### config.mk
export PLATFORM = sky130hd
export DESIGN_NAME = blob_moment_statistics
export DESIGN_NICKNAME = d
export VERILOG_FILES = /design/src/hw/rtl/bms_pkg.sv /design/src/hw/rtl/blob_moment_statistics.sv /design/src/hw/rtl/bms_front.sv /design/src/hw/rtl/bms_queue.sv /design/src/hw/rtl/bms_back.sv
export SDC_FILE = /design/constraint.sdc
export NUM_CORES = 2
export LEC_CHECK = 0
export CORE_ASPECT_RATIO = 1.4
export CORE_MARGIN = 2
export CORE_UTILIZATION = 58
export DETAILED_ROUTE_END_ITERATION = 8
export DONT_BUFFER_PORTS = 1
export PLACE_DENSITY = 0.77
export SETUP_SLACK_MARGIN = 0.3
export SYNTH_ARGS = -nofsm -noshare
export SYNTH_HDL_FRONTEND = slang
export SYNTH_SLANG_ARGS = --single-unit
export TNS_END_PERCENT = 1
### constraint.sdc
create_clock -name clock -period 18.9 [get_ports clock]
set_input_delay 3.78 -clock clock [delete_from_list [all_inputs] [get_ports clock]]
set_output_delay 3.78 -clock clock [all_outputs]
set_load 0.03 [all_outputs]
### src/hw/rtl/bms_pkg.sv
// Package for the blob moment statistics block: payload structs, widths and FSM codes.
// Used by every module under hw/rtl; depends on nothing.
`default_nettype none

package bms_pkg;

   localparam int COORD_BITS = 10;
   localparam int EDGE_BITS  = COORD_BITS + 1;
   localparam int CHANNELS   = 3;
   localparam int CH_BITS    = 2;
   localparam int VAL_BITS   = 8;
   localparam int COUNT_BITS = 21;
   localparam int SUM_BITS   = 28;
   localparam int MOM_BITS   = 38;
   localparam int PROD_BITS  = VAL_BITS + COORD_BITS;
   localparam int AREA_BITS  = 2 * COORD_BITS + 1;
   localparam int FRAC_BITS  = 16;
   localparam int FILL_BITS  = FRAC_BITS + 1;
   localparam int STEP_BITS  = $clog2(FRAC_BITS);
   localparam logic [FILL_BITS-1:0] Q_ONE = FILL_BITS'(1) << FRAC_BITS;

   typedef struct packed {
      logic [COORD_BITS-1:0] x;
      logic [COORD_BITS-1:0] y;
      logic [VAL_BITS-1:0]   intensity;
      logic [CH_BITS-1:0]    channel;
      logic                  last;
   } req_type;

   typedef struct packed {
      logic [CH_BITS-1:0]    blob_channel;
      logic [COORD_BITS-1:0] box_min_x;
      logic [EDGE_BITS-1:0]  box_max_x;
      logic [COORD_BITS-1:0] box_min_y;
      logic [EDGE_BITS-1:0]  box_max_y;
      logic [COUNT_BITS-1:0] pixel_count;
      logic [SUM_BITS-1:0]   intensity_total;
      logic [MOM_BITS-1:0]   row_moment;
      logic [MOM_BITS-1:0]   column_moment;
      logic [FILL_BITS-1:0]  fill_ratio;
   } rsp_type;

   // A finished blob as it leaves the accumulator, before the fill ratio is known.
   typedef struct packed {
      logic [CH_BITS-1:0]    blob_channel;
      logic [COORD_BITS-1:0] box_min_x;
      logic [EDGE_BITS-1:0]  box_max_x;
      logic [COORD_BITS-1:0] box_min_y;
      logic [EDGE_BITS-1:0]  box_max_y;
      logic [COUNT_BITS-1:0] pixel_count;
      logic [SUM_BITS-1:0]   intensity_total;
      logic [MOM_BITS-1:0]   row_moment;
      logic [MOM_BITS-1:0]   column_moment;
   } blob_record_type;

   typedef struct packed {
      logic            valid;
      blob_record_type rec;
   } blob_push_type;

   typedef enum logic [2:0] {
      BACK_IDLE,
      BACK_AREA,
      BACK_CHECK,
      BACK_DIV,
      BACK_DONE
   } back_state_type;

endpackage

`default_nettype wire

### src/hw/rtl/blob_moment_statistics.sv
// Blob moment statistics: a pixel per cycle in while req_full is low, one result per
// finished blob out. A finished blob passes the two-entry queue, then the ratio unit
// (box area, saturation check, then a 16-step divider unless the ratio saturates)
// and the result register. The ratio unit works on one blob at a time; the queue
// absorbs short blobs. Reset is synchronous and empties everything.
`default_nettype none

module blob_moment_statistics (
   input  wire                 clock,
   input  wire                 reset,
   input  wire                 req_push,
   output logic                req_full,
   input  wire bms_pkg::req_type req_data,
   output logic                rsp_empty,
   input  wire                 rsp_pop,
   output bms_pkg::rsp_type    rsp_data
);

   bms_pkg::blob_push_type   blob_push;
   bms_pkg::blob_record_type queue_head;
   logic                     queue_empty, queue_pop;

   bms_front u_front (
      .clock      (clock),
      .reset      (reset),
      .req_push   (req_push),
      .queue_full (req_full),
      .req_data   (req_data),
      .blob_push  (blob_push)
   );

   bms_queue u_queue (
      .clock     (clock),
      .reset     (reset),
      .blob_push (blob_push),
      .pop       (queue_pop),
      .full      (req_full),
      .empty     (queue_empty),
      .head      (queue_head)
   );

   bms_back u_back (
      .clock       (clock),
      .reset       (reset),
      .queue_empty (queue_empty),
      .queue_head  (queue_head),
      .queue_pop   (queue_pop),
      .rsp_empty   (rsp_empty),
      .rsp_pop     (rsp_pop),
      .rsp_data    (rsp_data)
   );

   a_fill_bound: assert property (@(posedge clock) disable iff (reset)
      !rsp_empty |-> rsp_data.fill_ratio <= bms_pkg::Q_ONE)
      else $error("fill ratio above one");

   a_box_order: assert property (@(posedge clock) disable iff (reset)
      !rsp_empty |-> (rsp_data.box_max_x > 11'(rsp_data.box_min_x)) &&
                     (rsp_data.box_max_y > 11'(rsp_data.box_min_y)))
      else $error("bounding box maximum not above minimum");

   a_count_nonzero: assert property (@(posedge clock) disable iff (reset)
      !rsp_empty |-> rsp_data.pixel_count != '0)
      else $error("result with no pixels");

endmodule

`default_nettype wire

### src/hw/rtl/bms_front.sv
// Pixel accumulator: bounding box, count, intensity sum and moments of the open blob.
// Depends on bms_pkg; hands each finished blob to bms_queue.
`default_nettype none

module bms_front (
   input  wire                     clock,
   input  wire                     reset,
   input  wire                     req_push,
   input  wire                     queue_full,
   input  wire bms_pkg::req_type   req_data,
   output bms_pkg::blob_push_type  blob_push
);

   logic                                in_blob_ff, in_blob_in;
   logic [bms_pkg::CH_BITS-1:0]         chan_ff, chan_in;
   logic [bms_pkg::COORD_BITS-1:0]      min_x_ff, min_x_in, min_y_ff, min_y_in;
   logic [bms_pkg::EDGE_BITS-1:0]       max_x_ff, max_x_in, max_y_ff, max_y_in;
   logic [bms_pkg::COUNT_BITS-1:0]      count_ff, count_in;
   logic [bms_pkg::SUM_BITS-1:0]        sum_ff, sum_in;
   logic [bms_pkg::MOM_BITS-1:0]        row_ff, row_in, col_ff, col_in;

   logic                                accept, first;
   logic [bms_pkg::EDGE_BITS-1:0]       x_end, y_end;
   logic [bms_pkg::PROD_BITS-1:0]       prod_y, prod_x;
   logic [bms_pkg::COUNT_BITS:0]        count_sum;
   logic [bms_pkg::SUM_BITS:0]          int_sum;
   logic [bms_pkg::MOM_BITS:0]          row_sum, col_sum;

   assign accept = req_push && !queue_full;
   assign first  = !in_blob_ff;
   assign x_end  = {1'b0, req_data.x} + bms_pkg::EDGE_BITS'(1);
   assign y_end  = {1'b0, req_data.y} + bms_pkg::EDGE_BITS'(1);
   assign prod_y = req_data.intensity * req_data.y;
   assign prod_x = req_data.intensity * req_data.x;

   always_comb begin
      if (first) begin
         chan_in  = (32'(req_data.channel) >= bms_pkg::CHANNELS) ?
                    bms_pkg::CH_BITS'(bms_pkg::CHANNELS - 1) : req_data.channel;
         min_x_in = req_data.x;
         max_x_in = x_end;
         min_y_in = req_data.y;
         max_y_in = y_end;
      end else begin
         chan_in  = chan_ff;
         min_x_in = (req_data.x < min_x_ff) ? req_data.x : min_x_ff;
         max_x_in = (x_end > max_x_ff) ? x_end : max_x_ff;
         min_y_in = (req_data.y < min_y_ff) ? req_data.y : min_y_ff;
         max_y_in = (y_end > max_y_ff) ? y_end : max_y_ff;
      end
      // A new blob starts its sums from zero; every sum saturates at all ones.
      count_sum = (first ? '0 : {1'b0, count_ff}) + (bms_pkg::COUNT_BITS + 1)'(1);
      int_sum   = (first ? '0 : {1'b0, sum_ff}) + (bms_pkg::SUM_BITS + 1)'(req_data.intensity);
      row_sum   = (first ? '0 : {1'b0, row_ff}) + (bms_pkg::MOM_BITS + 1)'(prod_y);
      col_sum   = (first ? '0 : {1'b0, col_ff}) + (bms_pkg::MOM_BITS + 1)'(prod_x);
      count_in  = count_sum[bms_pkg::COUNT_BITS] ? '1 : count_sum[bms_pkg::COUNT_BITS-1:0];
      sum_in    = int_sum[bms_pkg::SUM_BITS] ? '1 : int_sum[bms_pkg::SUM_BITS-1:0];
      row_in    = row_sum[bms_pkg::MOM_BITS] ? '1 : row_sum[bms_pkg::MOM_BITS-1:0];
      col_in    = col_sum[bms_pkg::MOM_BITS] ? '1 : col_sum[bms_pkg::MOM_BITS-1:0];
      in_blob_in = !req_data.last;
   end

   always_ff @(posedge clock) begin
      if (reset) begin
         in_blob_ff <= 1'b0;
      end else if (accept) begin
         in_blob_ff <= in_blob_in;
      end
   end

   always_ff @(posedge clock) begin
      if (accept) begin
         chan_ff  <= chan_in;
         min_x_ff <= min_x_in;
         max_x_ff <= max_x_in;
         min_y_ff <= min_y_in;
         max_y_ff <= max_y_in;
         count_ff <= count_in;
         sum_ff   <= sum_in;
         row_ff   <= row_in;
         col_ff   <= col_in;
      end
   end

   always_comb begin
      blob_push.valid                = accept && req_data.last;
      blob_push.rec.blob_channel     = chan_in;
      blob_push.rec.box_min_x        = min_x_in;
      blob_push.rec.box_max_x        = max_x_in;
      blob_push.rec.box_min_y        = min_y_in;
      blob_push.rec.box_max_y        = max_y_in;
      blob_push.rec.pixel_count      = count_in;
      blob_push.rec.intensity_total  = sum_in;
      blob_push.rec.row_moment       = row_in;
      blob_push.rec.column_moment    = col_in;
   end

endmodule

`default_nettype wire

### src/hw/rtl/bms_queue.sv
// Two-entry queue of finished blob records between the accumulator and the ratio unit.
// Depends on bms_pkg.
`default_nettype none

module bms_queue (
   input  wire                           clock,
   input  wire                           reset,
   input  wire bms_pkg::blob_push_type   blob_push,
   input  wire                           pop,
   output logic                          full,
   output logic                          empty,
   output bms_pkg::blob_record_type      head
);

   bms_pkg::blob_record_type mem [2];
   logic       wr_ptr_ff, wr_ptr_in, rd_ptr_ff, rd_ptr_in;
   logic [1:0] fill_ff, fill_in;
   logic       do_push, do_pop;

   assign full    = (fill_ff == 2'd2);
   assign empty   = (fill_ff == 2'd0);
   assign do_push = blob_push.valid && !full;
   assign do_pop  = pop && !empty;
   assign head    = mem[rd_ptr_ff];

   always_comb begin
      wr_ptr_in = do_push ? !wr_ptr_ff : wr_ptr_ff;
      rd_ptr_in = do_pop ? !rd_ptr_ff : rd_ptr_ff;
      fill_in   = fill_ff + 2'(do_push) - 2'(do_pop);
   end

   always_ff @(posedge clock) begin
      if (reset) begin
         wr_ptr_ff <= 1'b0;
         rd_ptr_ff <= 1'b0;
         fill_ff   <= 2'd0;
      end else begin
         wr_ptr_ff <= wr_ptr_in;
         rd_ptr_ff <= rd_ptr_in;
         fill_ff   <= fill_in;
      end
   end

   always_ff @(posedge clock) begin
      if (do_push) begin
         mem[wr_ptr_ff] <= blob_push.rec;
      end
   end

endmodule

`default_nettype wire

### src/hw/rtl/bms_back.sv
// Fill ratio unit and result register: box area, then a bit-serial saturating division.
// Depends on bms_pkg; takes records from bms_queue.
`default_nettype none

module bms_back (
   input  wire                          clock,
   input  wire                          reset,
   input  wire                          queue_empty,
   input  wire bms_pkg::blob_record_type queue_head,
   output logic                         queue_pop,
   output logic                         rsp_empty,
   input  wire                          rsp_pop,
   output bms_pkg::rsp_type             rsp_data
);

   bms_pkg::back_state_type            state_ff, state_in;
   bms_pkg::blob_record_type           rec_ff;
   logic [bms_pkg::AREA_BITS-1:0]      area_ff, rem_ff, rem_in;
   logic [bms_pkg::FILL_BITS-1:0]      quo_ff, quo_in;
   logic [bms_pkg::STEP_BITS-1:0]      step_ff;
   bms_pkg::rsp_type                   out_ff;
   logic                               out_valid_ff, out_valid_in;

   logic [bms_pkg::EDGE_BITS-1:0]      width, height;
   logic [2*bms_pkg::EDGE_BITS-1:0]    area_full;
   logic [bms_pkg::AREA_BITS:0]        shifted;
   logic                               fits, saturate, load_out, out_taken;

   assign width     = rec_ff.box_max_x - bms_pkg::EDGE_BITS'(rec_ff.box_min_x);
   assign height    = rec_ff.box_max_y - bms_pkg::EDGE_BITS'(rec_ff.box_min_y);
   assign area_full = width * height;
   // Count not below the area means the ratio is at least one.
   assign saturate  = (area_ff == '0) ||
                      (bms_pkg::AREA_BITS'(rec_ff.pixel_count) >= area_ff);
   assign shifted   = {rem_ff, 1'b0};
   assign fits      = shifted >= {1'b0, area_ff};
   assign out_taken = rsp_pop && out_valid_ff;

   always_comb begin
      state_in = state_ff;
      unique case (state_ff)
         bms_pkg::BACK_IDLE:  if (!queue_empty) state_in = bms_pkg::BACK_AREA;
         bms_pkg::BACK_AREA:  state_in = bms_pkg::BACK_CHECK;
         bms_pkg::BACK_CHECK: state_in = saturate ? bms_pkg::BACK_DONE : bms_pkg::BACK_DIV;
         bms_pkg::BACK_DIV:   if (step_ff == '1) state_in = bms_pkg::BACK_DONE;
         bms_pkg::BACK_DONE:  if (!out_valid_ff || rsp_pop) state_in = bms_pkg::BACK_IDLE;
         default:             state_in = bms_pkg::BACK_IDLE;
      endcase
   end

   always_comb begin
      queue_pop = 1'b0;
      load_out  = 1'b0;
      rem_in    = rem_ff;
      quo_in    = quo_ff;
      unique case (state_ff)
         bms_pkg::BACK_IDLE:  queue_pop = !queue_empty;
         bms_pkg::BACK_AREA:  ;
         bms_pkg::BACK_CHECK: begin
            rem_in = bms_pkg::AREA_BITS'(rec_ff.pixel_count);
            quo_in = saturate ? bms_pkg::Q_ONE : '0;
         end
         bms_pkg::BACK_DIV: begin
            rem_in = fits ? bms_pkg::AREA_BITS'(shifted - {1'b0, area_ff})
                          : shifted[bms_pkg::AREA_BITS-1:0];
            quo_in = {quo_ff[bms_pkg::FILL_BITS-2:0], fits};
         end
         bms_pkg::BACK_DONE:  load_out = !out_valid_ff || rsp_pop;
         default:             ;
      endcase
      out_valid_in = load_out ? 1'b1 : (out_taken ? 1'b0 : out_valid_ff);
   end

   always_ff @(posedge clock) begin
      if (reset) begin
         state_ff     <= bms_pkg::BACK_IDLE;
         out_valid_ff <= 1'b0;
         step_ff      <= '0;
      end else begin
         state_ff     <= state_in;
         out_valid_ff <= out_valid_in;
         step_ff      <= (state_ff == bms_pkg::BACK_DIV) ? step_ff + 1'b1 : '0;
      end
   end

   always_ff @(posedge clock) begin
      if (queue_pop) begin
         rec_ff <= queue_head;
      end
      if (state_ff == bms_pkg::BACK_AREA) begin
         area_ff <= area_full[bms_pkg::AREA_BITS-1:0];
      end
      rem_ff <= rem_in;
      quo_ff <= quo_in;
      if (load_out) begin
         out_ff.blob_channel    <= rec_ff.blob_channel;
         out_ff.box_min_x       <= rec_ff.box_min_x;
         out_ff.box_max_x       <= rec_ff.box_max_x;
         out_ff.box_min_y       <= rec_ff.box_min_y;
         out_ff.box_max_y       <= rec_ff.box_max_y;
         out_ff.pixel_count     <= rec_ff.pixel_count;
         out_ff.intensity_total <= rec_ff.intensity_total;
         out_ff.row_moment      <= rec_ff.row_moment;
         out_ff.column_moment   <= rec_ff.column_moment;
         out_ff.fill_ratio      <= quo_ff;
      end
   end

   assign rsp_empty = !out_valid_ff;
   assign rsp_data  = out_ff;

endmodule

`default_nettype wire
==> impl_summary.txt <==
----------------------------------------------------
[Min path]
  Hold path cells ... 0
  Source of the worst hold timing path ... u_back.rec_ff[96]$_DFFE_PP_
  End of the worst hold path ... u_back.rsp_data[113]$_DFFE_PP_
  Min-delay worst type ... reg2reg

[Routing]
  Post-route antenna net violation count ... 0
  Wire length reported by the detailed router ... 97150 um
  Number of vias after detailed routing ... 27005
  Drt pass-1 iters ... 5
  Vias per cell ... 5.725
  Routed length per instance ... 20.60 um
  Count of routing violations after the opening detailed-route iteration ... 1922
  DRC ... 0

[Setup path]
  Cell-by-cell listing of the critical path ... and2_1, fa_1, fa_1, fa_1, fa_1, ha_1, o21a_1, o21ai_1, nand2b_1, o31ai_1, nor4_2, nor2_4, nor2_4, nand3_2, o21ai_0
  WP buf/inv ... 0
  Number of cells traversed by the worst register-to-register path ... 27
  Beginning of the worst register-to-register path ... u_back.rec_ff[125]$_DFFE_PP_
  Data required, critical path ... 19320 ps
  Register-to-Register Setup Slack ... 10700 ps
  Startpoint type of the worst setup path ... input pin
  Crit Path Category ... in2reg
  Endpoint type of the worst setup path ... flip-flop
  Worst reg2reg endpoint ... u_back.area_ff[17]$_DFFE_PP_
  Delay of the slowest critical-path stage ... 760 ps
  Worst EP arrival ... 9030 ps
  Slowest stage cell, crit path ... sky130_fd_sc_hd__nor4_2
  Kind of cell adding the most delay to the critical path ... adder cells
  Top fanout value on the critical path ... 31
  Most numerous cell on the critical path ... sky130_fd_sc_hd__fa_1

[STA]
  Final setup skew ... 54.07 ps
  Hold violation count in the final report ... 0
  Relative slew slack ... 30.10%
  Final critical path time including I/O delays and setup ... 8616 ps
  Count of pins over their slew limit ... 0
  Setup repair after global routing missed its margin ... false
  Share of the cycle needed by the critical path after routing ... 45.59%
  Total negative slack ... 0 ps
  Highest clock rate ... 0.1161 GHz
  Actual transition at the worst max-transition pin ... 1040 ps
  Final number of setup-violating endpoints ... 0

[Clocking]
  Root buf cell ... sky130_fd_sc_hd__clkbuf_16
  Number of sinks on the clock net ... 934
  Hold-fix buffers, CTS ... 0
  Clk_lat worst skew ... 680 ps
  Total CTS buffers ... 86
  Clk slew on worst S/H paths ... 70 ps
  Post-CTS setup buffer count ... 0
  TritonCTS clock tree ... yes
  CTS max path bufs ... 3
  Number of cells upsized or downsized after cts ... 0
  Htree depth ... 3

[Global route]
  Maximum number of pins on one net before global-route repair ... 69
  Global-route wire length before repair ... 152200 um
  Total global-route track usage ... 23.25%
  Total grt overflow ... 0
  Number of antenna violations at the first check in global routing ... 1
  Vias in the first global route ... 27952

[Cells and area]
  Number of non-filler instances in the completed layout ... 4717
  Total Nets Final ... 4082
  ANT cells ... 0
  Share of cells above drive strength 1 ... 10.89%
  Synth-to-layout area growth ... 8.449%
  Leading cell types in the layout, fill and taps excluded ... sky130_fd_sc_hd__edfxtp_1, sky130_fd_sc_hd__inv_1, sky130_fd_sc_hd__nand2_1, sky130_fd_sc_hd__ha_1, sky130_fd_sc_hd__fa_1
  Most common library cell in the layout ignoring fill and taps ... sky130_fd_sc_hd__edfxtp_1

[Logic synthesis]
  Proportion of synthesized flip-flops having asynchronous set or reset ... 0%
  Avg Inst Size Synth ... 13.42 um2
  Cell area after synthesis ... 47960 um2
  Cell type with the highest aggregate area in the netlist ... sky130_fd_sc_hd__edfxtp_1
  Primary flip-flop cell chosen by synthesis mapping ... sky130_fd_sc_hd__edfxtp_1
  Cells taking the most area after synthesis ... sky130_fd_sc_hd__edfxtp_1, sky130_fd_sc_hd__fa_1, sky130_fd_sc_hd__ha_1
  Net count after synthesis ... 4079
  Number of instances in the synthesized netlist ... 3574
  Synthesized flop and latch total ... 934
  Number of warnings reported in the yosys synthesis log ... 0
  EDFF count, synth ... 921
  Count of unique library cells instantiated by Yosys ... 85
  Fraction of synthesized cell area taken by the top area cell type ... 57.66%
  Post-synthesis sequential area ratio ... 58.20%

[Placed design]
  Routability-driven placement congestion ratio ... 0.9515
  Final HPWL DP ... 67990 um
  Port Buffer Count ... 0
  Instance count after placement with tap cells included ... 4560

[Floorplan]
  Core Region ... 81760 um2
  Number of placed I/O pins ... 223
  Die Width ... 247.0 um
  Count of standard-cell rows ... 124
  Die boundary height ... 344.3 um
  Starting utilization of the core area ... 58.66%
  Die Footprint ... 85040 um2

[Status]
  Run status ... finished clean

[Job]
  Number of max-cap violations ... 0

----------------------------------------------------
==> through the flow <==
stage | utilization, % | setup WS [ps] | hold WS [ps] | cell area (um2)
finish | 63.62 | 10280 | 394.9 | 52020
global route | 63.62 | 9974 | 405.0 | 52020
CTS | 63.62 | 10320 | 399.6 | 52020
detailed placement | 60.04 | 9614 | 404.5 | 49090
global placement | 60.04 | 9742 | 401.5 | 49090
floorplan | - | 6657 | 400.3 | 47970
==> how the worst max path moves through the flow <==
stage / start / slack [ps] / cells after the start / end
after floorplan: req_data[0] / 6660 / 3 / u_queue.mem[0][0]$_DFFE_PP_
after detailed placement: req_data[26] / 9610 / 15 / u_front.col_ff[24]$_DFFE_PP_
final: req_data[26] / 10280 / 15 / u_front.col_ff[24]$_DFFE_PP_
after global routing: req_data[10] / 9970 / 15 / u_front.col_ff[24]$_DFFE_PP_
after CTS: req_data[26] / 10320 / 15 / u_front.col_ff[24]$_DFFE_PP_
after global placement: req_data[10] / 9740 / 16 / u_front.col_ff[5]$_DFFE_PP_
==> worst reg2reg max path: cells and delay by family (launching register included) <==
| kind | cells | cell delay [ps] |
|---|---|---|
| compound gates | 11 | 2600 |
| fa+ha+maj | 8 | 3680 |
| simple gates | 2 | 610 |
| xor+xnor | 1 | 290 |
| buf+inv | 5 | 310 |
| flops | 1 | 470 |
==> layer usage <==
layer / part of all wire (%) / GRT usage [%] / up-vias
li1: - / - / 12514
met1: 40 / 28.36 / 13538
met2: 51 / 40.90 / 743
met3: 5.7 / 4.560 / 208
met4: 3.4 / 8.609 / 2
met5: 0.013 / 0 / -
==> cell usage after synthesis (all sizes together), types with 6 or more instances <==
| master | number |
|---|---|
| and4 | 7 |
| o21a | 14 |
| fa | 211 |
| a21boi | 6 |
| or2 | 7 |
| and2 | 119 |
| nor2 | 151 |
| nor3 | 45 |
| o31ai | 9 |
| a21oi | 87 |
| and3 | 55 |
| mux2 | 192 |
| o211ai | 10 |
| a21o | 37 |
| nand2 | 374 |
| edfxtp | 921 |
| buf | 16 |
| clkbuf | 95 |
| o21ai | 142 |
| xnor2 | 93 |
| nor2b | 33 |
| xor2 | 68 |
| a211oi | 12 |
| o21bai | 10 |
| ha | 259 |
| nand3 | 46 |
| or3 | 7 |
| nand4 | 24 |
| dfxtp | 13 |
| nand2b | 41 |
| mux2i | 15 |
| nor4 | 12 |
| a31oi | 10 |
| inv | 382 |
==> final cells by class <==
| cell class | instances | area [um2] |
|---|---|---|
| Fill cell | 5866 | 29750 |
| Sequential cell | 934 | 27920 |
| Multi-Input combinational cell | 2147 | 18200 |
| Clock buffer | 104 | 2261 |
| Inverter | 382 | 1434 |
| Tap cell | 1071 | 1340 |
| Clock inverter | 53 | 661.9 |
| Timing Repair Buffer | 26 | 195.2 |
==> state kept, by name, indices dropped and copies added, names as in the netlist, 4 cells and up <==
| signal | cells |
|---|---|
| u_front.sum_ff | 28 |
| u_back.rsp_data | 186 |
| u_back.quo_ff | 17 |
| u_back.rem_ff | 21 |
| u_front.min_x_ff | 10 |
| u_back.rec_ff | 169 |
| u_back.area_ff | 21 |
| u_back.step_ff | 4 |
| u_front.row_ff | 38 |
| u_queue.mem | 338 |
| u_front.max_y_ff | 11 |
| u_front.max_x_ff | 11 |
| u_front.min_y_ff | 10 |
| u_front.col_ff | 38 |
| u_front.count_ff | 21 |
==> cells by family after synthesis <==
| family | count (synthesis) | synth area share [%] |
|---|---|---|
| flip-flops | 934 | 58.20 |
| AND/OR/NAND/NOR | 932 | 9.488 |
| buffers and inverters | 493 | 3.944 |
| adder cells (fa/ha/maj) | 470 | 15.56 |
| AO/OA/AOI/OAI | 377 | 5.040 |
| multiplexers | 207 | 4.821 |
| XOR/XNOR | 161 | 2.940 |
Power is left out: the tool's default activity adds up to more than one toggle a clock period on the data nets, which glitch-free logic cannot reach.
